[src/crp_pkg.sv]
// Shared types and constants for the cache replacement policy core.
// Used by crp_way_unit and cache_replacement_policy_core; no dependencies.
package crp_pkg;

   localparam int WAYS        = 4;
   localparam int ADDR_BITS   = 32;
   localparam int COUNT_BITS  = 16;
   localparam int TOTAL_BITS  = 32;
   localparam int SLOT_BITS   = 2;
   localparam int EV_BITS     = 32;
   localparam int WAY_BITS    = $clog2(WAYS);
   localparam int NV_BITS     = $clog2(WAYS + 1);
   localparam int POLICY_BITS = 2;

   localparam int REQ_DATA_BITS = ((ADDR_BITS + 7) / 8) * 8;
   localparam int RSP_RAW_BITS  = 1 + SLOT_BITS + 1 + EV_BITS + 2 * TOTAL_BITS;
   localparam int RSP_DATA_BITS = ((RSP_RAW_BITS + 7) / 8) * 8;

   localparam logic [POLICY_BITS-1:0] POLICY_FIFO  = 2'd0;
   localparam logic [POLICY_BITS-1:0] POLICY_LRU   = 2'd1;
   localparam logic [POLICY_BITS-1:0] POLICY_LFU   = 2'd2;
   localparam logic [POLICY_BITS-1:0] POLICY_RESET = POLICY_LRU;

   localparam logic OP_ACCESS = 1'b0;
   localparam logic OP_CLEAR  = 1'b1;

   localparam logic [COUNT_BITS-1:0] COUNT_MAX = {COUNT_BITS{1'b1}};
   localparam logic [TOTAL_BITS-1:0] TOTAL_MAX = {TOTAL_BITS{1'b1}};

   typedef struct packed {
      logic [ADDR_BITS-1:0]  tag;
      logic                  valid;
      logic [WAY_BITS-1:0]   ins;
      logic [WAY_BITS-1:0]   rec;
      logic [COUNT_BITS-1:0] cnt;
   } crp_entry_type;

   typedef struct packed {
      logic [WAY_BITS-1:0] tgt;
      logic [WAY_BITS-1:0] top;
      logic [WAY_BITS-1:0] old_ins;
      logic [WAY_BITS-1:0] old_rec;
      logic                do_ins;
      logic                do_rec;
   } crp_upd_type;

   typedef struct packed {
      logic                match;
      logic                better;
      logic [WAY_BITS-1:0] ins_next;
      logic [WAY_BITS-1:0] rec_next;
   } crp_unit_out_type;

endpackage

[src/crp_way_unit.sv]
// Shared per-way compare and rank-adjust unit, applied to one way per cycle.
// Depends on crp_pkg.
module crp_way_unit (
   input  crp_pkg::crp_entry_type            entry,
   input  crp_pkg::crp_entry_type            cand,
   input  logic [crp_pkg::WAY_BITS-1:0]      idx,
   input  logic [crp_pkg::ADDR_BITS-1:0]     addr,
   input  logic [crp_pkg::POLICY_BITS-1:0]   policy,
   input  crp_pkg::crp_upd_type              upd,
   output crp_pkg::crp_unit_out_type         res
);
   import crp_pkg::*;

   always_comb begin
      res.match = entry.valid && (entry.tag == addr);

      case (policy)
         POLICY_FIFO: begin
            res.better = entry.ins < cand.ins;
         end
         POLICY_LFU: begin
            res.better = (entry.cnt < cand.cnt) ||
                         ((entry.cnt == cand.cnt) && (entry.ins < cand.ins));
         end
         default: begin
            res.better = entry.rec < cand.rec;
         end
      endcase

      res.ins_next = entry.ins;
      res.rec_next = entry.rec;
      if (idx == upd.tgt) begin
         if (upd.do_ins) res.ins_next = upd.top;
         if (upd.do_rec) res.rec_next = upd.top;
      end else if (entry.valid) begin
         if (upd.do_ins && (entry.ins > upd.old_ins)) res.ins_next = entry.ins - 1'b1;
         if (upd.do_rec && (entry.rec > upd.old_rec)) res.rec_next = entry.rec - 1'b1;
      end
   end

endmodule

[src/cache_replacement_policy_core.sv]
// Top level of the cache replacement policy core: sequencer, way state, output register.
// Depends on crp_pkg and crp_way_unit.
// An access scans every way in turn through the single shared way unit, then decides,
// then runs a rank update over every way on a hit or an eviction, then loads the result
// once the output register is free; a fill into an empty way skips the rank update, and a
// clear goes straight to loading the result. req_tready is high only between items; a
// waiting result sits in the output register and does not hold off the next request. csr writes are always accepted.
module cache_replacement_policy_core (
   input  logic                                clock,
   input  logic                                reset,
   input  logic                                req_tvalid,
   output logic                                req_tready,
   // [31:0] address
   input  logic [crp_pkg::REQ_DATA_BITS-1:0]   req_tdata,
   // [0] opcode
   input  logic                                req_tuser,
   output logic                                rsp_tvalid,
   input  logic                                rsp_tready,
   // [0] hit, [2:1] slot, [3] evicted_valid, [35:4] evicted_address,
   // [67:36] hit_total, [99:68] miss_total, [103:100] zero
   output logic [crp_pkg::RSP_DATA_BITS-1:0]   rsp_tdata,
   input  logic                                csr_valid,
   output logic                                csr_ready,
   input  logic [crp_pkg::POLICY_BITS-1:0]     csr_data
);
   import crp_pkg::*;

   localparam logic [1:0] S_IDLE   = 2'd0;
   localparam logic [1:0] S_SCAN   = 2'd1;
   localparam logic [1:0] S_DECIDE = 2'd2;
   localparam logic [1:0] S_UPDATE = 2'd3;
   localparam logic [2:0] S_DONE_N = 3'd4;

   logic [2:0]             state_ff, state_in;
   logic [WAY_BITS-1:0]    idx_ff, idx_in;
   logic [ADDR_BITS-1:0]   addr_ff, addr_in;
   logic                   hit_ff, hit_in;
   logic [WAY_BITS-1:0]    way_ff, way_in;
   logic [COUNT_BITS-1:0]  hit_cnt_ff, hit_cnt_in;
   logic [WAY_BITS-1:0]    hit_rec_ff, hit_rec_in;
   logic [NV_BITS-1:0]     nvalid_ff, nvalid_in;
   logic                   empty_found_ff, empty_found_in;
   logic [WAY_BITS-1:0]    empty_ff, empty_in;
   logic [WAY_BITS-1:0]    vic_ff, vic_in;
   crp_entry_type          vic_entry_ff, vic_entry_in;
   crp_upd_type            upd_ff, upd_in;
   logic                   ev_valid_ff, ev_valid_in;
   logic [EV_BITS-1:0]     ev_addr_ff, ev_addr_in;
   logic [TOTAL_BITS-1:0]  hits_ff, hits_in;
   logic [TOTAL_BITS-1:0]  misses_ff, misses_in;
   logic [POLICY_BITS-1:0] policy_ff, policy_in;
   logic                   rsp_valid_ff, rsp_valid_in;
   logic [RSP_DATA_BITS-1:0] rsp_data_ff, rsp_data_in;

   logic [ADDR_BITS-1:0]   tag_ff   [WAYS];
   logic                   valid_ff [WAYS];
   logic [WAY_BITS-1:0]    ins_ff   [WAYS];
   logic [WAY_BITS-1:0]    rec_ff   [WAYS];
   logic [COUNT_BITS-1:0]  cnt_ff   [WAYS];

   logic                   clear_we, fill_we, tag_we, cnt_we, upd_we;
   logic [WAY_BITS-1:0]    wr_way;
   logic [COUNT_BITS-1:0]  cnt_wr;
   logic                   idx_last, req_xfer, rsp_load;
   crp_entry_type          entry;
   crp_unit_out_type       unit_res;

   always_comb begin
      entry.tag   = tag_ff[idx_ff];
      entry.valid = valid_ff[idx_ff];
      entry.ins   = ins_ff[idx_ff];
      entry.rec   = rec_ff[idx_ff];
      entry.cnt   = cnt_ff[idx_ff];
   end

   crp_way_unit u_way_unit (
      .entry  (entry),
      .cand   (vic_entry_ff),
      .idx    (idx_ff),
      .addr   (addr_ff),
      .policy (policy_ff),
      .upd    (upd_ff),
      .res    (unit_res)
   );

   assign req_tready = (state_ff == {1'b0, S_IDLE});
   assign req_xfer   = req_tvalid && req_tready;
   assign idx_last   = (idx_ff == WAY_BITS'(WAYS - 1));
   assign rsp_load   = (state_ff == S_DONE_N) && (!rsp_valid_ff || rsp_tready);
   assign csr_ready  = 1'b1;
   assign rsp_tvalid = rsp_valid_ff;
   assign rsp_tdata  = rsp_data_ff;

   always_comb begin
      state_in       = state_ff;
      idx_in         = idx_ff;
      addr_in        = addr_ff;
      hit_in         = hit_ff;
      way_in         = way_ff;
      hit_cnt_in     = hit_cnt_ff;
      hit_rec_in     = hit_rec_ff;
      nvalid_in      = nvalid_ff;
      empty_found_in = empty_found_ff;
      empty_in       = empty_ff;
      vic_in         = vic_ff;
      vic_entry_in   = vic_entry_ff;
      upd_in         = upd_ff;
      ev_valid_in    = ev_valid_ff;
      ev_addr_in     = ev_addr_ff;
      hits_in        = hits_ff;
      misses_in      = misses_ff;
      policy_in      = (csr_valid && csr_ready) ? csr_data : policy_ff;
      clear_we       = 1'b0;
      fill_we        = 1'b0;
      tag_we         = 1'b0;
      cnt_we         = 1'b0;
      upd_we         = 1'b0;
      wr_way         = way_ff;
      cnt_wr         = COUNT_BITS'(1);

      case (state_ff)
         {1'b0, S_IDLE}: begin
            if (req_xfer) begin
               addr_in        = req_tdata[ADDR_BITS-1:0];
               hit_in         = 1'b0;
               way_in         = '0;
               ev_valid_in    = 1'b0;
               ev_addr_in     = '0;
               nvalid_in      = '0;
               empty_found_in = 1'b0;
               idx_in         = '0;
               if (req_tuser == OP_CLEAR) begin
                  clear_we  = 1'b1;
                  hits_in   = '0;
                  misses_in = '0;
                  state_in  = S_DONE_N;
               end else begin
                  state_in = {1'b0, S_SCAN};
               end
            end
         end
         {1'b0, S_SCAN}: begin
            if (entry.valid) begin
               nvalid_in = nvalid_ff + 1'b1;
               if (unit_res.match && !hit_ff) begin
                  hit_in     = 1'b1;
                  way_in     = idx_ff;
                  hit_cnt_in = entry.cnt;
                  hit_rec_in = entry.rec;
               end
            end else if (!empty_found_ff) begin
               empty_found_in = 1'b1;
               empty_in       = idx_ff;
            end
            if ((idx_ff == '0) || unit_res.better) begin
               vic_in       = idx_ff;
               vic_entry_in = entry;
            end
            idx_in = idx_ff + 1'b1;
            if (idx_last) state_in = {1'b0, S_DECIDE};
         end
         {1'b0, S_DECIDE}: begin
            idx_in = '0;
            if (hit_ff) begin
               if (hits_ff != TOTAL_MAX) hits_in = hits_ff + 1'b1;
               cnt_we = 1'b1;
               wr_way = way_ff;
               cnt_wr = (hit_cnt_ff != COUNT_MAX) ? hit_cnt_ff + 1'b1 : hit_cnt_ff;
               upd_in.tgt     = way_ff;
               upd_in.top     = WAY_BITS'(nvalid_ff - 1'b1);
               upd_in.old_ins = '0;
               upd_in.old_rec = hit_rec_ff;
               upd_in.do_ins  = 1'b0;
               upd_in.do_rec  = 1'b1;
               state_in       = {1'b0, S_UPDATE};
            end else begin
               if (misses_ff != TOTAL_MAX) misses_in = misses_ff + 1'b1;
               tag_we = 1'b1;
               cnt_we = 1'b1;
               if (nvalid_ff < NV_BITS'(WAYS)) begin
                  fill_we  = 1'b1;
                  wr_way   = empty_ff;
                  way_in   = empty_ff;
                  state_in = S_DONE_N;
               end else begin
                  wr_way         = vic_ff;
                  way_in         = vic_ff;
                  ev_valid_in    = 1'b1;
                  ev_addr_in     = EV_BITS'(vic_entry_ff.tag);
                  upd_in.tgt     = vic_ff;
                  upd_in.top     = WAY_BITS'(WAYS - 1);
                  upd_in.old_ins = vic_entry_ff.ins;
                  upd_in.old_rec = vic_entry_ff.rec;
                  upd_in.do_ins  = 1'b1;
                  upd_in.do_rec  = 1'b1;
                  state_in       = {1'b0, S_UPDATE};
               end
            end
         end
         {1'b0, S_UPDATE}: begin
            upd_we = 1'b1;
            idx_in = idx_ff + 1'b1;
            if (idx_last) state_in = S_DONE_N;
         end
         S_DONE_N: begin
            if (rsp_load) state_in = {1'b0, S_IDLE};
         end
         default: begin
            state_in = {1'b0, S_IDLE};
         end
      endcase
   end

   always_comb begin
      rsp_valid_in = rsp_valid_ff;
      rsp_data_in  = rsp_data_ff;
      if (rsp_load) begin
         rsp_valid_in = 1'b1;
         rsp_data_in  = RSP_DATA_BITS'({misses_ff, hits_ff, ev_addr_ff, ev_valid_ff,
                                        SLOT_BITS'(way_ff), hit_ff});
      end else if (rsp_tready) begin
         rsp_valid_in = 1'b0;
      end
   end

   always_ff @(posedge clock) begin
      if (reset) begin
         state_ff     <= {1'b0, S_IDLE};
         policy_ff    <= POLICY_RESET;
         hits_ff      <= '0;
         misses_ff    <= '0;
         rsp_valid_ff <= 1'b0;
      end else begin
         state_ff     <= state_in;
         policy_ff    <= policy_in;
         hits_ff      <= hits_in;
         misses_ff    <= misses_in;
         rsp_valid_ff <= rsp_valid_in;
      end
   end

   always_ff @(posedge clock) begin
      idx_ff         <= idx_in;
      addr_ff        <= addr_in;
      hit_ff         <= hit_in;
      way_ff         <= way_in;
      hit_cnt_ff     <= hit_cnt_in;
      hit_rec_ff     <= hit_rec_in;
      nvalid_ff      <= nvalid_in;
      empty_found_ff <= empty_found_in;
      empty_ff       <= empty_in;
      vic_ff         <= vic_in;
      vic_entry_ff   <= vic_entry_in;
      upd_ff         <= upd_in;
      ev_valid_ff    <= ev_valid_in;
      ev_addr_ff     <= ev_addr_in;
      rsp_data_ff    <= rsp_data_in;
   end

   always_ff @(posedge clock) begin
      if (tag_we) tag_ff[wr_way] <= addr_ff;
      if (fill_we) begin
         ins_ff[wr_way] <= WAY_BITS'(nvalid_ff);
         rec_ff[wr_way] <= WAY_BITS'(nvalid_ff);
      end else if (upd_we) begin
         ins_ff[idx_ff] <= unit_res.ins_next;
         rec_ff[idx_ff] <= unit_res.rec_next;
      end
   end

   always_ff @(posedge clock) begin
      if (reset || clear_we) begin
         for (int i = 0; i < WAYS; i++) begin
            valid_ff[i] <= 1'b0;
            cnt_ff[i]   <= '0;
         end
      end else begin
         if (fill_we) valid_ff[wr_way] <= 1'b1;
         if (cnt_we) cnt_ff[wr_way] <= cnt_wr;
      end
   end

   logic all_valid;
   always_comb begin
      all_valid = 1'b1;
      for (int i = 0; i < WAYS; i++) all_valid = all_valid & valid_ff[i];
   end

   a_access_starts_scan: assert property (@(posedge clock) disable iff (reset)
      (req_xfer && (req_tuser == OP_ACCESS)) |=>
         (state_ff == {1'b0, S_SCAN}) && (idx_ff == '0))
      else $error("access did not start a scan at way zero");

   a_evict_only_full: assert property (@(posedge clock) disable iff (reset)
      ((state_ff == S_DONE_N) && ev_valid_ff) |-> all_valid)
      else $error("eviction reported while an empty way exists");

   a_hit_way_valid: assert property (@(posedge clock) disable iff (reset)
      ((state_ff == S_DONE_N) && hit_ff) |-> valid_ff[way_ff])
      else $error("hit reported on an invalid way");

   a_totals_grow: assert property (@(posedge clock) disable iff (reset)
      (state_ff == {1'b0, S_DECIDE}) |=>
         (hits_ff >= $past(hits_ff)) && (misses_ff >= $past(misses_ff)))
      else $error("running total went backwards on an access");

   a_hit_not_evict: assert property (@(posedge clock) disable iff (reset)
      (state_ff == S_DONE_N) |-> !(hit_ff && ev_valid_ff))
      else $error("hit and eviction reported together");

endmodule
[config.mk]
export PLATFORM = sky130hd
export DESIGN_NAME = cache_replacement_policy_core
export DESIGN_NICKNAME = d
export VERILOG_FILES = /design/src/crp_pkg.sv /design/src/crp_way_unit.sv /design/src/cache_replacement_policy_core.sv
export SDC_FILE = /design/constraint.sdc
export NUM_CORES = 1
export LEC_CHECK = 0
export BUFFER_PORTS_ARGS = -buffer_cell sky130_fd_sc_hd__buf_2
export CAP_MARGIN = 20
export CORE_MARGIN = 5
export CORE_UTILIZATION = 31
export DETAILED_ROUTE_END_ITERATION = 8
export RECOVER_POWER = 25
export SYNTH_ARGS = -nofsm -noshare
export SYNTH_HDL_FRONTEND = slang
export SYNTH_SLANG_ARGS = --single-unit
export TNS_END_PERCENT = 20
[constraint.sdc]
create_clock -name clock -period 7.3 [get_ports clock]
set_clock_uncertainty 0.15 [all_clocks]
set_input_delay 1.46 -clock clock [delete_from_list [all_inputs] [get_ports clock]]
set_output_delay 1.46 -clock clock [all_outputs]
set_load 0.02 [all_outputs]
# After elaboration in Yosys (flattened, before gate mapping)
# Memory sizes are Yosys's and may differ from the RTL's. A register that Yosys moved wholly into a read port is not among the register bits.
# Index checks and enable logic that the tools add are counted.
[word_totals]
regBits = 327
mem_bits_rw = 212
mem_count = 5
[mem_list]
columns = ["memory", "words", "width", "read_ports", "rd_clocked_by_memory_dff", "wr", "line_no", "text"]
rows = [
  ["tag_ff", 4, 32, 1, 1, 1, "cache_replacement_policy_core.sv:55", "logic [ADDR_BITS-1:0] tag_ff [WAYS];"],
  ["cnt_ff", 4, 16, 1, 1, 4, "cache_replacement_policy_core.sv:59", "logic [COUNT_BITS-1:0] cnt_ff [WAYS];"],
  ["ins_ff", 4, 2, 1, 1, 1, "cache_replacement_policy_core.sv:57", "logic [WAY_BITS-1:0] ins_ff [WAYS];"],
  ["rec_ff", 4, 2, 1, 1, 1, "cache_replacement_policy_core.sv:58", "logic [WAY_BITS-1:0] rec_ff [WAYS];"],
  ["valid_ff", 4, 1, 1, 1, 4, "cache_replacement_policy_core.sv:56", "logic valid_ff [WAYS];"],
]
[classes]
addsub = 8
n_reduce_logical = 39
mux = 94
bitwise = 2
magnitude_cmp = 6
eq_ne = 26
[op_table]
columns = ["op", "n"]
rows = [
  ["$mux 32", 9],
  ["$pmux 32 s2", 3],
  ["$add 32x1->32 const B", 2],
  ["$mux 16", 4],
  ["$ne 32x32->1 const B", 2],
  ["$mux 2", 20],
  ["$mux 1", 37],
  ["$eq 32x32->1", 1],
  ["$mux 3", 9],
  ["$ne 2x2->1 const B", 11],
  ["$mux 10", 2],
  ["$add 16x1->16 const B", 1],
  ["$eq 16x16->1", 1],
  ["$lt 16x16->1", 1],
  ["$ne 16x16->1 const B", 1],
  ["$reduce_and 4->1", 4],
  ["$reduce_or 16->1", 1],
  ["$pmux 3 s5", 1],
  ["$pmux 2 s3", 2],
  ["$reduce_and 3->1", 4],
  ["$reduce_and 5->1", 2],
  ["$mux 4", 2],
  ["$pmux 1 s2", 4],
  ["$reduce_and 2->1", 4],
  ["23 further kinds", 47],
]

# Logic depth before layout (Yosys ltp)
[logic_depth]
word_depth = 9
mapped_depth = 13
depth_no_buf = 10

# Hierarchy
# Synthesis repeated with hierarchy kept, for this count alone.
[unflattened]
cells_unflattened = 1514
area_unflattened_um2 = 22292.6
[by_module_without_submodules]
columns = ["mod", "cells_each", "seq_area_each_um2", "area_per_inst_um2", "n_inst"]
rows = [
  ["cache_replacement_policy_core", 1366, 15554.9, 21212.8, 1],
  ["crp_way_unit", 148, 0.0, 1079.8, 1],
]

# Worst setup path before layout
# Ideal clock, no wire load.
[synth_timing]
path_kind = "flip-flop to flip-flop"
from = "register (tool-made name)"
to = "register vic_entry_ff[0] (netlist bit) (enable)"
path_slack_ns = 1.403
stages_incl_launch_ff = 13
arrival_ns = 5.282
t_required_ns = 6.684
path_cell_list = "dfxtp_1 buf_2 buf_2 buf_2 buf_2 mux4_2 ha_1 a21oi_1 o21ai_0 o311ai_0 a311o_1 a21oi_1 nor2_1"
[synth_lines]
columns = ["item", "line_no", "text"]
rows = [
  ["end signal, assigned", "cache_replacement_policy_core.sv:253", "vic_entry_ff <= vic_entry_in;"],
  ["end, declared", "cache_replacement_policy_core.sv:45", "crp_entry_type vic_entry_ff, vic_entry_in;"],
]

==> reports/metrics.csv <==
stage,metric,value,unit
status,status,"complete, no violations",
place,RePlAce Congestion,0.798,
pwr,switch share,23.5,%
pwr,power share of the combinational group,7.6,%
die,Rows,96,
die,Top Ports,147,
routing,vias per inst,4.74,
pwr,Leak,8.39,nW
layout,fraction of layout cells with a size suffix above 1,18.6,%
sta,setup TNS,0,ns
pwr,Switch Pwr,1.60,mW
yosys,Yosys warning total,0,
critical_path,CP max FO,29,
layout,Final #Nets,1619,
critical_path,critical path arrival,4.51,ns
sta,Fin. Hold Viols,0,
run,Max-cap violations,0,
layout,"commonest non-fill, non-tap cell in the layout",edfxtp_1,
cts,postcts setup bufs,0,
global_route,GRT Util Overall,12.2,%
die,Die X-Extent,273,um
sta,Hold Worst Slack,0.269,ns
die,initial cell density of the core,31.2,%
die,chip height,273,um
worst_hold_path,Hold Crit Class,flop to flop,
routing,DR pass1 iterations,5,
sta,relative slew slack,7.46,%
critical_path,crit end category,flop,
global_route,vias in the first global route,12148,
pwr,PD cells,275,nW/um^2
yosys,Syn Inst Count,1386,
pwr,Max VDD drop,191,uV
critical_path,path type of the worst setup path,flop to flop,
die,Core Footprint,68500,sq um
routing,Total Wirelength,46200,um
cts,clock root buffer,clkbuf_16,
global_route,Congestion Overflow GR,0,
global_route,largest net degree at the start of global routing,68,
yosys,Yosys cell types,71,
layout,Layout area overhead,16.2,%
sta,fmax,227,MHz
sta,Final period util,60.4,%
cts,CTS max path bufs,3,
yosys,Avg Inst Size Synth,15.4,sq um
sta,RSZ-0062 raised after global routing,no,
die,Die Area,74300,sq um
sta,Max Slew Vio Count,0,
cts,Sink Count,541,
critical_path,Setup crit start kind,flop,
pwr,Overall Power,6.83,mW
routing,DRT antenna net count,0,
place,HPWL Detailed,30500,um
cts,cts bufs inserted,54,
global_route,first-pass GRT wire length,71700,um
cts,CTS-repair resized insts,0,
critical_path,CP required,7.40,ns
routing,routed wl met3,2710,um
routing,DR top layer,met5,
sta,final setup fails,0,
pwr,Internal Pwr Total,5.22,mW
layout,most frequent cells in the layout,"edfxtp_1 (469), nor2_1 (135), buf_2 (123), nand2_1 (71), dfxtp_1 (70)",
cts,Max H-tree Level,2,
routing,Wirelength per Cell,18.7,um
yosys,"EDFF count, synth",469,
yosys,Yosys reg bits,541,
pwr,Seq pwr share,52.7,%
sta,fin crit period,4.41,ns
yosys,sequential share of the synthesized area,72.6,%
yosys,asr flop ratio synth,0,%
routing,# DRC,0,
routing,1st-iter DRT viols,858,
routing,routed vias,11747,
cts,register clock-pin slew on the reported worst setup and hold paths,0.07,ns
routing,wl on met1,20400,um
cts,worst skew pair latency,0.63,ns
place,PortBufs,141,
yosys,ys flop type,edfxtp_1,
routing,wire length on met2,22100,um
cts,hold_buf cts,0,
layout,Layout fillers,6464,
sta,Slew @ Worst Pin,1.39,ns
yosys,mapped cell area,21400,sq um
pwr,Clk pwr share,39.7,%
cts,CTS tree,built,
global_route,initial antenna violation count,3,
## power groups by stage
stage	clock (mW)	combinational, mW	sequential (mW)
floorplan	0	0.345	3.66
global placement	0	0.518	3.66
detailed placement	0	0.524	3.67
CTS	2.78	0.527	3.60
global route	2.90	0.566	3.61
finish	2.71	0.517	3.60
## synth_stat cells, types with 3 or more instances
library cell | instances | area (sq um)
nor3_1 | 27 | 135
nand4_1 | 30 | 188
buf_4 | 6 | 45.0
a21o_1 | 8 | 60.1
and3_2 | 3 | 22.5
nand3_1 | 41 | 205
nor4_1 | 8 | 50.1
and3_1 | 16 | 100
edfxtp_1 | 469 | 14100
buf_1 | 5 | 18.8
clkbuf_1 | 25 | 93.8
buf_2 | 11 | 55.1
and4_1 | 11 | 96.3
nand2_1 | 71 | 267
a22o_1 | 3 | 26.3
nor2b_1 | 9 | 56.3
dfxtp_1 | 72 | 1440
or3_1 | 12 | 75.1
nor3b_1 | 3 | 22.5
o21a_1 | 3 | 22.5
ha_1 | 28 | 350
a21oi_1 | 31 | 155
mux4_2 | 48 | 1080
xnor2_1 | 63 | 552
nor2_1 | 138 | 518
o2111ai_1 | 3 | 26.3
nand2b_1 | 16 | 100
mux2_2 | 4 | 45.0
xor2_1 | 36 | 315
mux2i_1 | 18 | 180
and2_1 | 34 | 213
inv_1 | 56 | 210
o22ai_1 | 4 | 25.0
or2_2 | 3 | 18.8
o21ai_0 | 25 | 125
## critical path, stage by stage, from the launching register on
cell and delay [ns]:
dfxtp_4 0.66, mux4_2 0.64, ha_1 0.35, nand4_1 0.19, nor2_1 0.24, nand2_1 0.08, a221oi_1 0.26, a311o_1 0.17
a21oi_1 0.09, nor2_4 0.62, buf_4 0.52
## sequential cells by signal, indices dropped and copies added, names as in the netlist, 4 cells and up, named ones only
| name | cells |
|---|---|
| tag_ff | 128 |
| rsp_tdata | 100 |
| cnt_ff | 64 |
| vic_entry_ff | 52 |
| addr_ff | 32 |
| ev_addr_ff | 32 |
| hits_ff | 32 |
| misses_ff | 32 |
| hit_cnt_ff | 16 |
| upd_ff | 9 |
| ins_ff | 8 |
| rec_ff | 8 |
| valid_ff | 4 |
## final cells by class
type / instances / area, sq um / share of cell area [%]
Clock buffer: 67 / 1430 / 5.76
Timing Repair Buffer: 156 / 792 / 3.19
Antenna cell: 2 / 5.00 / 0.0202
Multi-Input combinational cell: 741 / 5440 / 21.9
Clock inverter: 32 / 317 / 1.27
Sequential cell: 541 / 15500 / 62.5
Tap cell: 882 / 1100 / 4.44
Inverter: 57 / 214 / 0.862
## cells by family after synthesis
group,Yosys count,share of synthesized area (%)
buffers and inverters,107,2.14
DFF,541,72.6
muxes,70,6.11
xor gates and xnor gates,99,4.06
and+or+nand+nor,433,10.2
other,2,0.0351
AOI/OAI and AO/OA,106,3.21
adders and majority gates,28,1.64
## stage by stage
stage	setup slack [ns]	instance area, sq um	instances	utilization [%]
finish	2.89	24800	2478	36.3
global route	2.59	24800	2476	36.3
CTS	2.77	24900	2476	36.3
detailed placement	2.51	23100	2377	33.8
global placement	2.56	23100	2377	33.8
floorplan	1.40	21400	1389	-
## path summary, 6_finish.rpt
check	startpoint	to	slack (ns)	depth (start not counted)
setup / recovery	flop	vic_entry_ff[45]	2.89	10
setup reg to reg	flop	vic_entry_ff[45]	2.89	10
hold / removal	ev_addr_ff[26]	rsp_tdata[30]	0.27	0
hold reg to reg	ev_addr_ff[26]	rsp_tdata[30]	0.27	0
## routing by layer
layer / up-vias / track usage (%)
met5: - / 0
met4: 2 / 3.39
met3: 71 / 3.11
met2: 287 / 20.2
met1: 5890 / 16.2
li1: 5497 / -
Note: power is estimated with default switching activity, not from simulation.
